$ cat config.mk
export PLATFORM = sky130hd
export DESIGN_NAME = priority_ready_list_scheduler
export DESIGN_NICKNAME = d
export VERILOG_FILES = /design/src/rtl/core/prls_pkg.sv /design/src/rtl/core/prls_ram.sv /design/src/rtl/core/priority_ready_list_scheduler.sv
export SDC_FILE = /design/constraint.sdc
export NUM_CORES = 1
export LEC_CHECK = 0
export ABC_AREA = 0
export BUFFER_PORTS_ARGS = -buffer_cell sky130_fd_sc_hd__buf_2
export CAP_MARGIN = 20
export CORE_AREA = 2 2 211 213
export DETAILED_ROUTE_END_ITERATION = 10
export DIE_AREA = 0 0 213 215
export SLEW_MARGIN = 20
export SYNTH_ARGS = -nofsm -noshare
export SYNTH_HDL_FRONTEND = slang
export SYNTH_SLANG_ARGS = --single-unit
$ cat constraint.sdc
create_clock -name clk -period 4.2 [get_ports clk]
set_input_delay 0.63 -clock clk [delete_from_list [all_inputs] [get_ports clk]]
set_output_delay 0.63 -clock clk [all_outputs]
set_load 0.02 [all_outputs]
$ cat src/rtl/core/prls_pkg.sv
// ----------------------------------------------------------------------------
// prls_pkg
// Shared types, codes and helpers of the priority ready-list scheduler.
// ----------------------------------------------------------------------------
package prls_pkg;

  localparam int DefNumTasks  = 16;
  localparam int DefNumLevels = 16;

  localparam int IdW     = 4;   // task id field on the ports
  localparam int FieldW  = 4;   // level field per task in the priority registers
  localparam int CfgW    = 32;
  localparam int WideIdW = 6;   // wide enough for any task index

  typedef logic [1:0] opcode_t;
  localparam opcode_t OP_WAKE   = 2'd0;
  localparam opcode_t OP_IDLE   = 2'd1;
  localparam opcode_t OP_SWITCH = 2'd2;

  typedef logic [1:0] status_t;
  localparam status_t STATUS_OK         = 2'd0;
  localparam status_t STATUS_NOT_READY  = 2'd1;
  localparam status_t STATUS_EMPTY_LIST = 2'd2;

  localparam logic CFG_PRIO_LO = 1'b0;
  localparam logic CFG_PRIO_HI = 1'b1;

  // raw level field of a task, zero for tasks beyond the two registers
  function automatic logic [FieldW-1:0] level_field(input logic [CfgW-1:0]    prio_lo,
                                                    input logic [CfgW-1:0]    prio_hi,
                                                    input logic [WideIdW-1:0] tsk);
    logic [FieldW-1:0] res;
    res = '0;
    if (tsk < WideIdW'(8)) begin
      res = prio_lo[tsk[2:0]*FieldW +: FieldW];
    end else if (tsk < WideIdW'(16)) begin
      res = prio_hi[tsk[2:0]*FieldW +: FieldW];
    end
    return res;
  endfunction

endpackage

$ cat src/rtl/core/prls_ram.sv
// ----------------------------------------------------------------------------
// prls_ram
// Generic single write port RAM with one registered read port.
// ----------------------------------------------------------------------------
module prls_ram #(
  parameter int WIDTH = 4,
  parameter int DEPTH = 16
) (
  input  logic                     clk,
  input  logic                     we,
  input  logic [$clog2(DEPTH)-1:0] waddr,
  input  logic [WIDTH-1:0]         wdata,
  input  logic [$clog2(DEPTH)-1:0] raddr,
  output logic [WIDTH-1:0]         rdata
);

  logic [WIDTH-1:0] mem [DEPTH];

  always_ff @(posedge clk) begin
    if (we) begin
      mem[waddr] <= wdata;
    end
    rdata <= mem[raddr];
  end

endmodule

$ cat src/rtl/core/priority_ready_list_scheduler.sv
// ----------------------------------------------------------------------------
// priority_ready_list_scheduler
// Ready-list scheduler: one circular doubly linked ring of tasks per level.
// ----------------------------------------------------------------------------
// Each operation (wake, idle, switch) returns one result. The ring links, the
// level heads and each task's latched level live in small RAMs with a single
// write and a registered read port, and a sequencer walks an operation through
// them step by step, so the input is stalled until the result is loaded. A
// switch, a rejected idle, an undefined opcode or a wake of a ready task go
// straight to the final step. A wake onto an empty level writes the head and
// a ring of one; onto a non-empty level it reads the head, then the head's
// next task, then links in and closes the ring. An idle reads the task's
// links and latched level, unlinks it and moves the head on if it was the
// head. The next item is taken from the cycle after the load, while the
// result still waits for its transfer, but a result is not loaded until the
// previous one has gone. The RAM contents need no clearing after reset.
module priority_ready_list_scheduler
  import prls_pkg::*;
#(
  parameter int NUM_TASKS  = DefNumTasks,
  parameter int NUM_LEVELS = DefNumLevels
) (
  input  logic            clk,
  input  logic            rst,
  input  logic            cfg_write,
  input  logic            cfg_index,
  input  logic [CfgW-1:0] cfg_data,
  input  logic            in_valid,
  output logic            in_stall,
  input  logic [1:0]      opcode,
  input  logic [IdW-1:0]  task_id,
  output logic            out_valid,
  input  logic            out_stall,
  output logic [IdW-1:0]  head_task,
  output logic            any_ready,
  output logic            preempt,
  output logic [IdW-1:0]  running_task,
  output logic [1:0]      status
);

  localparam int TW = $clog2(NUM_TASKS);
  localparam int LW = $clog2(NUM_LEVELS);

  localparam logic [3:0] ST_IDLE    = 4'd0;
  localparam logic [3:0] ST_W_HEAD  = 4'd1;
  localparam logic [3:0] ST_W_NEXT  = 4'd2;
  localparam logic [3:0] ST_W_LINK  = 4'd3;
  localparam logic [3:0] ST_W_CLOSE = 4'd4;
  localparam logic [3:0] ST_I_READ  = 4'd5;
  localparam logic [3:0] ST_I_LINK  = 4'd6;
  localparam logic [3:0] ST_I_HEAD  = 4'd7;
  localparam logic [3:0] ST_FIN     = 4'd8;
  localparam logic [3:0] ST_RESP    = 4'd9;

  logic [3:0]            state;
  logic [CfgW-1:0]       prio_lo;
  logic [CfgW-1:0]       prio_hi;
  logic [NUM_TASKS-1:0]  ready_bits;
  logic [NUM_LEVELS-1:0] nonempty;
  logic [TW-1:0]         current;
  opcode_t               op_q;
  logic [TW-1:0]         t_q;
  logic [LW-1:0]         lv_q;
  logic                  preempt_q;
  status_t               status_q;
  logic [TW-1:0]         h_q;
  logic [TW-1:0]         n_q;

  // ram ports
  logic          next_we, prev_we, head_we, tl_we;
  logic [TW-1:0] next_waddr, next_wdata, next_raddr, next_rd;
  logic [TW-1:0] prev_waddr, prev_wdata, prev_raddr, prev_rd;
  logic [LW-1:0] head_waddr, head_raddr;
  logic [TW-1:0] head_wdata, head_rd;
  logic [TW-1:0] tl_waddr, tl_raddr;
  logic [LW-1:0] tl_wdata, tl_rd;

  logic            in_xfer;
  logic [TW-1:0]   t_idx;
  logic            t_valid;
  logic [FieldW-1:0] t_field, cur_field;
  logic [LW-1:0]   t_level, cur_level;
  logic [LW-1:0]   top_level;
  logic            any_level;
  logic [3:0]      dec_state;
  status_t         dec_status;
  logic            dec_preempt;
  logic            out_load;

  assign in_stall = (state != ST_IDLE);
  assign in_xfer  = in_valid && !in_stall;
  assign t_idx    = TW'(task_id);
  assign t_valid  = (32'(task_id) < NUM_TASKS);
  assign out_load = (state == ST_RESP) && (!out_valid || !out_stall);

  assign t_field   = level_field(prio_lo, prio_hi, WideIdW'(task_id));
  assign cur_field = level_field(prio_lo, prio_hi, WideIdW'(current));
  assign t_level   = (32'(t_field) >= NUM_LEVELS) ? LW'(NUM_LEVELS - 1) : LW'(t_field);
  assign cur_level = (32'(cur_field) >= NUM_LEVELS) ? LW'(NUM_LEVELS - 1) : LW'(cur_field);

  // highest non-empty level
  always_comb begin
    top_level = '0;
    any_level = 1'b0;
    for (int i = 0; i < NUM_LEVELS; i++) begin
      if (nonempty[i]) begin
        top_level = LW'(i);
        any_level = 1'b1;
      end
    end
  end

  // first step of an operation and the result fields known at its transfer
  always_comb begin
    dec_state   = ST_FIN;
    dec_status  = STATUS_OK;
    dec_preempt = 1'b0;
    case (opcode)
      OP_WAKE: begin
        if (t_valid) begin
          dec_preempt = (t_level > cur_level);
          if (!ready_bits[t_idx]) begin
            dec_state = ST_W_HEAD;
          end
        end
      end
      OP_IDLE: begin
        if (t_valid && ready_bits[t_idx]) begin
          dec_state = ST_I_READ;
        end else begin
          dec_status = STATUS_NOT_READY;
        end
      end
      OP_SWITCH: begin
        if (!any_level) begin
          dec_status = STATUS_EMPTY_LIST;
        end
      end
      default: begin
      end
    endcase
  end

  // ram access per sequencer step
  always_comb begin
    next_we    = 1'b0;
    next_waddr = t_q;
    next_wdata = t_q;
    next_raddr = t_q;
    prev_we    = 1'b0;
    prev_waddr = t_q;
    prev_wdata = t_q;
    prev_raddr = t_q;
    head_we    = 1'b0;
    head_waddr = lv_q;
    head_wdata = t_q;
    head_raddr = top_level;
    tl_we      = 1'b0;
    tl_waddr   = t_q;
    tl_wdata   = lv_q;
    tl_raddr   = t_q;
    case (state)
      ST_W_HEAD: begin
        tl_we      = 1'b1;
        head_raddr = lv_q;
        if (!nonempty[lv_q]) begin
          // level starts with this task alone on its ring
          head_we = 1'b1;
          next_we = 1'b1;
          prev_we = 1'b1;
        end
      end
      ST_W_NEXT: begin
        next_raddr = head_rd;
      end
      ST_W_LINK: begin
        next_we    = 1'b1;
        next_wdata = next_rd;
        prev_we    = 1'b1;
        prev_wdata = h_q;
      end
      ST_W_CLOSE: begin
        next_we    = 1'b1;
        next_waddr = h_q;
        prev_we    = 1'b1;
        prev_waddr = n_q;
      end
      ST_I_LINK: begin
        head_raddr = tl_rd;
        if (next_rd != t_q) begin
          prev_we    = 1'b1;
          prev_waddr = next_rd;
          prev_wdata = prev_rd;
          next_we    = 1'b1;
          next_waddr = prev_rd;
          next_wdata = next_rd;
        end
      end
      ST_I_HEAD: begin
        if (head_rd == t_q) begin
          head_we    = 1'b1;
          head_wdata = n_q;
        end
      end
      default: begin
      end
    endcase
  end

  always_ff @(posedge clk) begin
    if (rst) begin
      state      <= ST_IDLE;
      prio_lo    <= '0;
      prio_hi    <= '0;
      ready_bits <= '0;
      nonempty   <= '0;
      current    <= '0;
      out_valid  <= 1'b0;
    end else begin
      if (cfg_write) begin
        case (cfg_index)
          CFG_PRIO_LO: prio_lo <= cfg_data;
          CFG_PRIO_HI: prio_hi <= cfg_data;
          default: begin
          end
        endcase
      end
      if (out_load) begin
        out_valid <= 1'b1;
      end else if (out_valid && !out_stall) begin
        out_valid <= 1'b0;
      end
      case (state)
        ST_IDLE: begin
          if (in_xfer) begin
            op_q      <= opcode;
            t_q       <= t_idx;
            lv_q      <= t_level;
            preempt_q <= dec_preempt;
            status_q  <= dec_status;
            state     <= dec_state;
          end
        end
        ST_W_HEAD: begin
          if (!nonempty[lv_q]) begin
            nonempty[lv_q] <= 1'b1;
            ready_bits[t_q] <= 1'b1;
            state <= ST_FIN;
          end else begin
            state <= ST_W_NEXT;
          end
        end
        ST_W_NEXT: begin
          h_q   <= head_rd;
          state <= ST_W_LINK;
        end
        ST_W_LINK: begin
          n_q   <= next_rd;
          state <= ST_W_CLOSE;
        end
        ST_W_CLOSE: begin
          ready_bits[t_q] <= 1'b1;
          state <= ST_FIN;
        end
        ST_I_READ: begin
          state <= ST_I_LINK;
        end
        ST_I_LINK: begin
          lv_q <= tl_rd;
          n_q  <= next_rd;
          if (next_rd != t_q) begin
            state <= ST_I_HEAD;
          end else begin
            // last task on its ring
            nonempty[tl_rd] <= 1'b0;
            ready_bits[t_q] <= 1'b0;
            state <= ST_FIN;
          end
        end
        ST_I_HEAD: begin
          ready_bits[t_q] <= 1'b0;
          state <= ST_FIN;
        end
        ST_FIN: begin
          state <= ST_RESP;
        end
        ST_RESP: begin
          if (out_load) begin
            head_task <= any_level ? IdW'(head_rd) : '0;
            any_ready <= |ready_bits;
            preempt   <= preempt_q;
            status    <= status_q;
            if (op_q == OP_SWITCH && any_level) begin
              current      <= head_rd;
              running_task <= IdW'(head_rd);
            end else begin
              running_task <= IdW'(current);
            end
            state <= ST_IDLE;
          end
        end
        default: begin
          state <= ST_IDLE;
        end
      endcase
    end
  end

  prls_ram #(.WIDTH(TW), .DEPTH(NUM_TASKS)) u_next_ram (
    .clk   (clk),
    .we    (next_we),
    .waddr (next_waddr),
    .wdata (next_wdata),
    .raddr (next_raddr),
    .rdata (next_rd)
  );

  prls_ram #(.WIDTH(TW), .DEPTH(NUM_TASKS)) u_prev_ram (
    .clk   (clk),
    .we    (prev_we),
    .waddr (prev_waddr),
    .wdata (prev_wdata),
    .raddr (prev_raddr),
    .rdata (prev_rd)
  );

  prls_ram #(.WIDTH(TW), .DEPTH(NUM_LEVELS)) u_head_ram (
    .clk   (clk),
    .we    (head_we),
    .waddr (head_waddr),
    .wdata (head_wdata),
    .raddr (head_raddr),
    .rdata (head_rd)
  );

  // level latched per task at wake
  prls_ram #(.WIDTH(LW), .DEPTH(NUM_TASKS)) u_level_ram (
    .clk   (clk),
    .we    (tl_we),
    .waddr (tl_waddr),
    .wdata (tl_wdata),
    .raddr (tl_raddr),
    .rdata (tl_rd)
  );

endmodule

# After elaboration in Yosys (flattened, before gate mapping)
# Memory sizes are Yosys's and may differ from the RTL's. A register that Yosys moved wholly into a read port is not among the register bits.
# Cells that the tools add are included.
# classes
bitwise,8
n_lt_le_gt_ge,10
shift,4
n_reduce_logical,33
n_mux,87
eq_ne,18
# ops
cell,n
32-bit by 6-bit indexed part select with 4-bit output,4
4-bit 2-to-1 mux,29
16-bit 2-to-1 mux,4
16-bit case mux with 4 select lines,1
4-bit case mux with 2 select lines,7
4-bit case mux with 9 select lines,1
1-bit 2-to-1 mux,35
16-bit AND,2
16-bit NOT,2
16-bit OR,2
16-bit case mux with 2 select lines,1
4-bit by 5-bit < comparator with 1-bit output (second input constant),4
4-bit by 3-bit equality test with 1-bit output (second input constant),4
16-bit OR reduction,1
3-bit AND reduction,5
1-bit demux with 4-bit select,3
4-bit by 1-bit >= comparator with 1-bit output (second input constant),3
2-bit AND reduction,6
1-bit binary-select mux with 4-bit select,2
4-bit by 2-bit equality test with 1-bit output (second input constant),2
4-bit equality test (second input constant),2
4-bit < comparator (second input constant),2
2-bit inequality test (second input constant),4
4-bit nonzero test,2
18 further kinds,32
# totals
elab_cells,183
memories,4
reg_bits,138
ramBits,256
inputBits,44
# memory_table
memory,words,width,rd,rd_ports_with_merged_regs,wr,line,rtl
u_head_ram.mem,16,4,1,1,1,prls_ram.sv:17,logic [WIDTH-1:0] mem [DEPTH];
u_level_ram.mem,16,4,1,1,1,prls_ram.sv:17,
u_next_ram.mem,16,4,1,1,1,prls_ram.sv:17,
u_prev_ram.mem,16,4,1,1,1,prls_ram.sv:17,

# Depth between registers and ports, before layout
# Gate-level depths: netlist of run 1.
# logic_depth
word_depth,18
ltp_mapped,11
depth_no_buf,9

# Hierarchy
# A second synthesis of run 1 with hierarchy kept.
# unflattened
hier_cells,1295
hier_area_um2,18082.3
# by_module_without_submodules
module,cells_per_inst,instances,area_each_um2
prls_ram,130,4,2666.3
priority_ready_list_scheduler,775,1,7417.1

# Least setup slack after synthesis of run 1
# No wires, ideal clock.
# synth_timing
path_type,register to register
from,register current[0]
to,register preempt_q (data pin)
setup_slack_ns,0.937
period_less_slack_ns,3.263
t_required_ns,3.946
stages_incl_launch_ff,12
arrival_time_ns,3.010
cell_sequence,dfxtp_1 -> clkbuf_1 -> clkbuf_1 -> mux4_2 -> mux4_2 -> inv_1 -> ha_1 -> nor2b_1 -> o21ai_0 -> nand2b_1 -> a21oi_1 -> nor2_1
# synth_via
elab_chain_len,3
# synth_lines
item,line,rtl
from (decl),priority_ready_list_scheduler.sv:60,logic [TW-1:0] current;
from (signal assigned),priority_ready_list_scheduler.sv:294,current <= head_rd;
32-bit by 6-bit indexed part select with 4-bit output (tied with other cells),prls_pkg.sv:37,res = prio_hi[tsk[2:0]*FieldW +: FieldW];
4-bit 2-to-1 mux *,prls_pkg.sv:34,if (tsk < WideIdW'(8)) begin
4-bit > comparator *,priority_ready_list_scheduler.sv:121,dec_preempt = (t_level > cur_level);
to (signal assigned),priority_ready_list_scheduler.sv:239,preempt_q <= dec_preempt;
to (decl),priority_ready_list_scheduler.sv:64,logic preempt_q;
# Mark *: on every way between the ends. The rest lies on a longest branch, timed or not.
# A chain may end at the register's enable or synchronous reset.

# Worst setup path after layout of run 1
# layout_timing
from,register state[2]
to,"memory u_next_ram.mem[10][3], enable pin"
# layout_via
elab_chain_len,5
# layout_lines
item,line,rtl
from (decl),priority_ready_list_scheduler.sv:55,logic [3:0] state;
from (signal assigned),priority_ready_list_scheduler.sv:241,state <= dec_state;
4-bit by 3-bit equality test with 1-bit output / 4-bit by 2-bit equality test with 1-bit output (equally long branches),priority_ready_list_scheduler.sv:162,case (state)
2-bit OR reduction (no source line),-,
1-bit case mux with 3 select lines,priority_ready_list_scheduler.sv:162,
1-bit 2-to-1 mux,prls_ram.sv:20,if (we) begin
1-bit 2-to-1 mux (implied by the code),prls_ram.sv:21,mem[waddr] <= wdata;
to (decl),prls_ram.sv:17,
# Parallel ways exist; a longest one is shown, timed or not.

==> metrics, run 1 <==
final wirelength=approximately 44 mm; ys async rst share=0; Final Skew=about 17 ps; worst hold path cell count=1; Fmax=about 300 MHz; initial antenna violation count=0; Mapped Cells=roughly 1,400; Synth Area in Compound Gates=0.0827; Worst Path Max Fanout=20; Seq/Total Area, Yosys=0.613; final hold viol count=0; worst hold endpoint=op_q[1]; chip width=213 µm; Yosys top cell area share=0.480; Core ar.=43,600 µm²; CP peak stage delay=around 760 ps; maxcap violations=0; Vias per Instance=roughly 5.7; Seq cells post-synth=slightly above 400; DR iter-0 viols=999; die span in y=215 µm; post-synth net total=between 1,000 and 1,500; Tot GR Track Use=0.200; Die ar.=~46,000 µm²; clock root cell=clkbuf_16; Mapped Area=between 15,000 and 20,000 µm²; Worst Setup SP=state[2]; I/O pin cnt=58; Power Total=~9.4 mW; Final setup viols=0; crit path max-delay cell type=dfxtp_1; xor and xnor area share after synthesis=0.00436; Post-Synth Adder-Cell Area=0.00484; Final period util=0.792; HP Class=in -> reg; CP required=~4400 ps; nature of the critical path startpoint=register; Inst Count DP=just under 2,000; layout cell share with drive strength beyond 1=0.189; largest family of logic cells by synthesized area=multiplexers; multiplexer share of the synthesized area=0.154; Final min period=between 3000 and 4000 ps; # hold bufs at CTS=0; ANT nets after route=0; start of the worst register-to-register path=state[2]; flop2flop setup slack=approximately 870 ps; Setup CP Type=reg -> reg; simple-gate share of the synthesized area=0.115; Lkg Pwr=6.77 nW; worst slew pin tran=between 1000 and 1500 ps; Avg Cell Area, Syn=approximately 13 µm²; vias post-DR=between 10,000 and 15,000; status=complete, no violations; largest net degree at the start of global routing=between 50 and 60; top cells by area, synth=edfxtp_1 (48%), dfxtp_1 (13%), mux4_2 (12%), nand2_1 (4.2%), a21oi_1 (2.6%); TritonRoute pass-1 iters=9; synth-to-layout area growth=12.7%; final setup TNS=0 ps; Critical Path Sink Type=register; Routability Congestion=about 0.87; Reg-to-Reg End=u_next_ram.mem[10][3]; Setup Buffers After CTS=0; # fillers=about 3,900; Post-synth top flop=edfxtp_1; CTS sink count=between 400 and 500; Layout Utilization=0.467; library cells used by synthesis=between 60 and 70; clock buffer count from CTS=44; non-filler instance count after layout=~2,100; Worst R2R Path Depth=6; min-delay src=opcode[1]; maximum vdd drop=approximately 0.00030 V; most frequent cell on the critical path=nor2_1; clk_lat worst skew=between 500 and 600 ps; CTS tree=done; WL/cell=between 20 and 25 µm; HPWL Detailed=approximately 30 mm; RSZ-0062 raised after global routing=false; commonest cells after routing, fill and taps aside=edfxtp_1 (289), nand2_1 (203), dfxtp_1 (121); Final nets=1,474; DRC=0; worst path arrival time=around 3500 ps; CTS max path bufs=3; yosys warns=0; gr ovfl total=0; Clk pin slew, worst setup/hold paths=around 60 ps; area leader, netlist=edfxtp_1; Post-synth EDFFs=289; n_diodes=0; cells along the critical path=nand4bb_1, nor2_1, a22oi_1, o21ai_0, nand2_1, nor2_1; row cnt=between 70 and 80; commonest non-fill, non-tap cell in the layout=edfxtp_1; PwrDens=459 nW/µm²; first-pass GRT wire length=between 60 and 70 mm; vias in the first global route=approximately 12,000; Starting Density=0.415; post_cts resized=0; Rel. slew slack=0.273; CTS H-Tree Depth=2; port bufs=57; fin. max-slew vios=0
-- Yosys cell counts, drive strengths merged, types with 5 or more instances --
master	n
a211oi	20
a21oi	96
a22o	5
a22oi	6
a311o	5
a31oi	20
a41oi	5
and2	8
and3	5
buf	34
clkbuf	55
dfxtp	121
edfxtp	289
ha	7
inv	18
mux2	14
mux2i	43
mux4	97
nand2	204
nand2b	13
nand3	38
nand4	7
nor2	91
nor2b	18
nor3	41
nor4	12
o21a	6
o21ai	52
o31a	5
xnor2	7
-- cell families after synthesis --
group | count (synthesis)
compound gates | 242
xor+xnor | 9
fa+ha+maj | 7
buf+inv | 107
flops | 410
mux | 154
simple gates | 456
-- metal layers --
layer  track usage  part of all wire  wire length (µm)
met1         0.281              0.43             19200
met5             0                 0                 0
met4        0.0636             0.027              1180
met3        0.0257             0.058              2560
met2         0.323              0.48             21500
-- stage by stage --
stage / setup WS [ps] / cell area [µm²] / hold WS (ps)
after floorplan: 937 / 18100 / 400
after CTS: 921 / 20400 / 276
after global placement: 880 / 18900 / 402
after detailed placement: 872 / 18900 / 412
final: 874 / 20400 / 309
after global routing: 615 / 20400 / 302
-- flip-flops by register name, summed over array words and instances (netlist names), 2 cells and up, named ones only --
name / cells
u_head_ram.mem: 64
u_head_ram.rdata: 4
u_level_ram.rdata: 4
status_q: 2
u_level_ram.mem: 64
state: 4
u_prev_ram.mem: 64
status: 2
u_prev_ram.rdata: 4
nonempty: 16
prio_hi: 32
current: 4
n_q: 4
u_next_ram.mem: 64
u_next_ram.rdata: 4
op_q: 2
running_task: 4
h_q: 4
prev_raddr: 4
head_task: 4
prio_lo: 32
head_waddr: 4
-- final cells by class --
class / instances / area (µm²) / area share
clock buffers: 62 / 1310 / 0.0644
clock inverters: 19 / 146 / 0.00718
inverters: 18 / 67.6 / 0.00331
multi-input cells: 868 / 6560 / 0.322
flip-flops and latches: 410 / 11100 / 0.544
well taps: 592 / 741 / 0.0363
repair buffers: 81 / 468 / 0.0229
-- worst max-delay path by stage --
stage,slack (ps),depth (start not counted),endpoint
floorplan,940,11,preempt_q
global placement,880,11,preempt_q
detailed placement,870,11,preempt_q
CTS,920,6,u_next_ram.mem[10][3]
global route,620,6,u_next_ram.mem[6][2]
finish,870,6,u_next_ram.mem[10][3]
-- report_power, final --
group	internal (mW)	switching (mW)	total, mW
clock	2.30	1.56	3.86
sequential	4.46	0.152	4.61
combinational	0.333	0.558	0.890
-- critical path: cells and delay by family (launching register included) --
kind	cells	cell delay [ps]
and+or+nand+nor	4	1740
DFF	1	760
AOI/OAI and AO/OA	2	470
Note: power is estimated with default switching activity, not from simulation.
==> inputs of run 2 (changes only) <==
clock period = 3.2 ns   (was 4.2 ns; I/O delays follow)
==> run 2 against run 1 <==
Net effect: wire length grew 0.23%; sequential power grew 30%; clock skew shrank 2.9 ps; via count grew 1.3%; clock power grew 30%; global-route usage shrank 0.16 points; maximum frequency grew 8.0%; non-clock buffer count grew 38; flip-flop and latch count is the same; clock-buffer cell count shrank 3; die area is the same; first-iteration DRC count grew 6.6%.
==> metrics, run 2 (synthesis results as in run 1) <==
Final min period=3080 ps (-248 ps); worst path arrival time=3310 ps (-220 ps); clk_lat worst skew=570 ps (about the same); commonest non-fill, non-tap cell in the layout=edfxtp_1; fin. max-slew vios=0 (unchanged); worst slew pin tran=919 ps (-168 ps); HP Class=in -> reg; Critical Path Sink Type=register; CP required=3430 ps (-980 ps); Setup Buffers After CTS=0 (unchanged); maxcap violations=0 (unchanged); DRC=0 (unchanged); Starting Density=0.415 (unchanged); Core ar.=43,600 µm² (unchanged); grt peak-use layer=met2; layout cell share with drive strength beyond 1=0.210 (+0.0209); synth-to-layout area growth=14.2%; Design Area, Final=20,700 µm² (+1.3%); WHS=159 ps (-150 ps); M3 GR Usage=0.0307 (+0.00497); Final period util=0.962 (+0.170); Setup CP Type=reg -> reg; PwrDens=594 nW/µm² (+30%); Fmax=325 MHz (+8.0%); row cnt=77 (unchanged); met1 Usage GRT=0.274 (-0.00766); Die ar.=45,800 µm² (unchanged); RSZ-0062 raised after global routing=false; ANT nets after route=0 (unchanged); gr ovfl total=0 (unchanged); # fillers=3,884 (+0.052%); final hold viol count=0 (unchanged); Final nets=1,511 (+2.5%); HPWL Detailed=30.5 mm (+1.3%); first-pass GRT wire length=69.3 mm (-0.67%); clock buffer count from CTS=43 (-2.3%); clock root cell=clkbuf_16; largest net degree at the start of global routing=59 (+5.4%); final setup TNS=0 ps (unchanged); CTS sink count=410 (unchanged); Post-Place Cell Area=19,200 µm² (+1.5%); Worst Path Max Fanout=7 (-65%); status=complete, no violations; vias in the first global route=11,800 (-0.17%); initial antenna violation count=1 (+1); TritonRoute pass-1 iters=5 (-4); commonest cells after routing, fill and taps aside=edfxtp_1 (289), nand2_1 (204), dfxtp_1 (121); nature of the critical path startpoint=register; vias post-DR=11,800 (+1.3%); Lkg Pwr=6.94 nW (+2.5%); setup ws final=122 ps (-752 ps); WL/cell=21.4 µm (-1.5%); Tot GR Track Use=0.198 (-0.00157); chip width=213 µm (unchanged); maximum vdd drop=0.000413 V (+36%); die span in y=215 µm (unchanged); CTS max path bufs=3 (unchanged); CTS H-Tree Depth=2 (unchanged); Final Skew=14.3 ps (-2.90 ps); DR iter-0 viols=1,065 (+6.6%); I/O pin cnt=58 (unchanged); Rel. slew slack=0.388 (+0.115); final wirelength=44.6 mm (+0.23%); CTS tree=done; Clk pin slew, worst setup/hold paths=60 ps (about the same); Routability Congestion=0.938 (+7.6%); Vias per Instance=5.66 (-0.47%); Final setup viols=0 (unchanged); port bufs=57 (unchanged); M2 GR Usage=0.319 (-0.00391); Placement Setup Slack=89.9 ps (-782 ps)
==> run 2: worst max-delay path: stages (launching register included) <==
cell      delay (ps)
edfxtp_1         520
mux4_1           640
mux4_2           560
a21oi_1          270
o21ai_2          100
nor2_1           130
nand2_1          190
nor2_1           340
==> run 2: repair_timing <==
action                     4_1_cts  5_1_grt
setup endpoints to repair        0       20
gates resized for setup          0        6
hold buffers                     0        0
==> run 2: path summary, 6_finish.rpt <==
path | from | endpoint | slack [ps] | depth (start not counted)
max | head_waddr[0] | u_next_ram.mem[5][2] | 120 | 7
max reg2reg | head_waddr[0] | u_next_ram.mem[5][2] | 120 | 7
min | cfg_data[13] | prio_hi[13] | 160 | 3
min reg2reg | preempt_q | preempt | 430 | 0
==> run 2: per-layer routing <==
layer  share of wire  wire length, µm
met5               0                0
met4           0.026             1160
met3           0.061             2730
met2            0.48            21500
met1            0.43            19200
==> run 2: report_power, final <==
part | internal, mW | switching, mW | leakage, nW
clock network | 2.99 | 2.02 | 0.695
logic | 0.487 | 0.798 | 2.64
registers | 5.85 | 0.148 | 3.60
total | 9.32 | 2.96 | 6.94
==> run 2: cell type report <==
class / instances / area (µm²) / area share
multi-input cells: 868 / 6580 / 0.318
repair buffers: 119 / 753 / 0.0364
clock buffers: 59 / 1220 / 0.0590
clock inverters: 20 / 201 / 0.00975
diodes: 1 / 2.50 / 0.000121
inverters: 18 / 67.6 / 0.00327
well taps: 592 / 741 / 0.0358
flip-flops and latches: 410 / 11100 / 0.537
==> run 2: through the flow <==
step,std cells,util,total power [mW]
5_1_grt,2087,0.473,12.7
3_3_place_gp,2007,0.440,7.37
6_report,2087,0.473,12.3
2_1_floorplan,1385,-,6.88
4_1_cts,2086,0.473,12.4
3_5_place_dp,2007,0.440,7.38
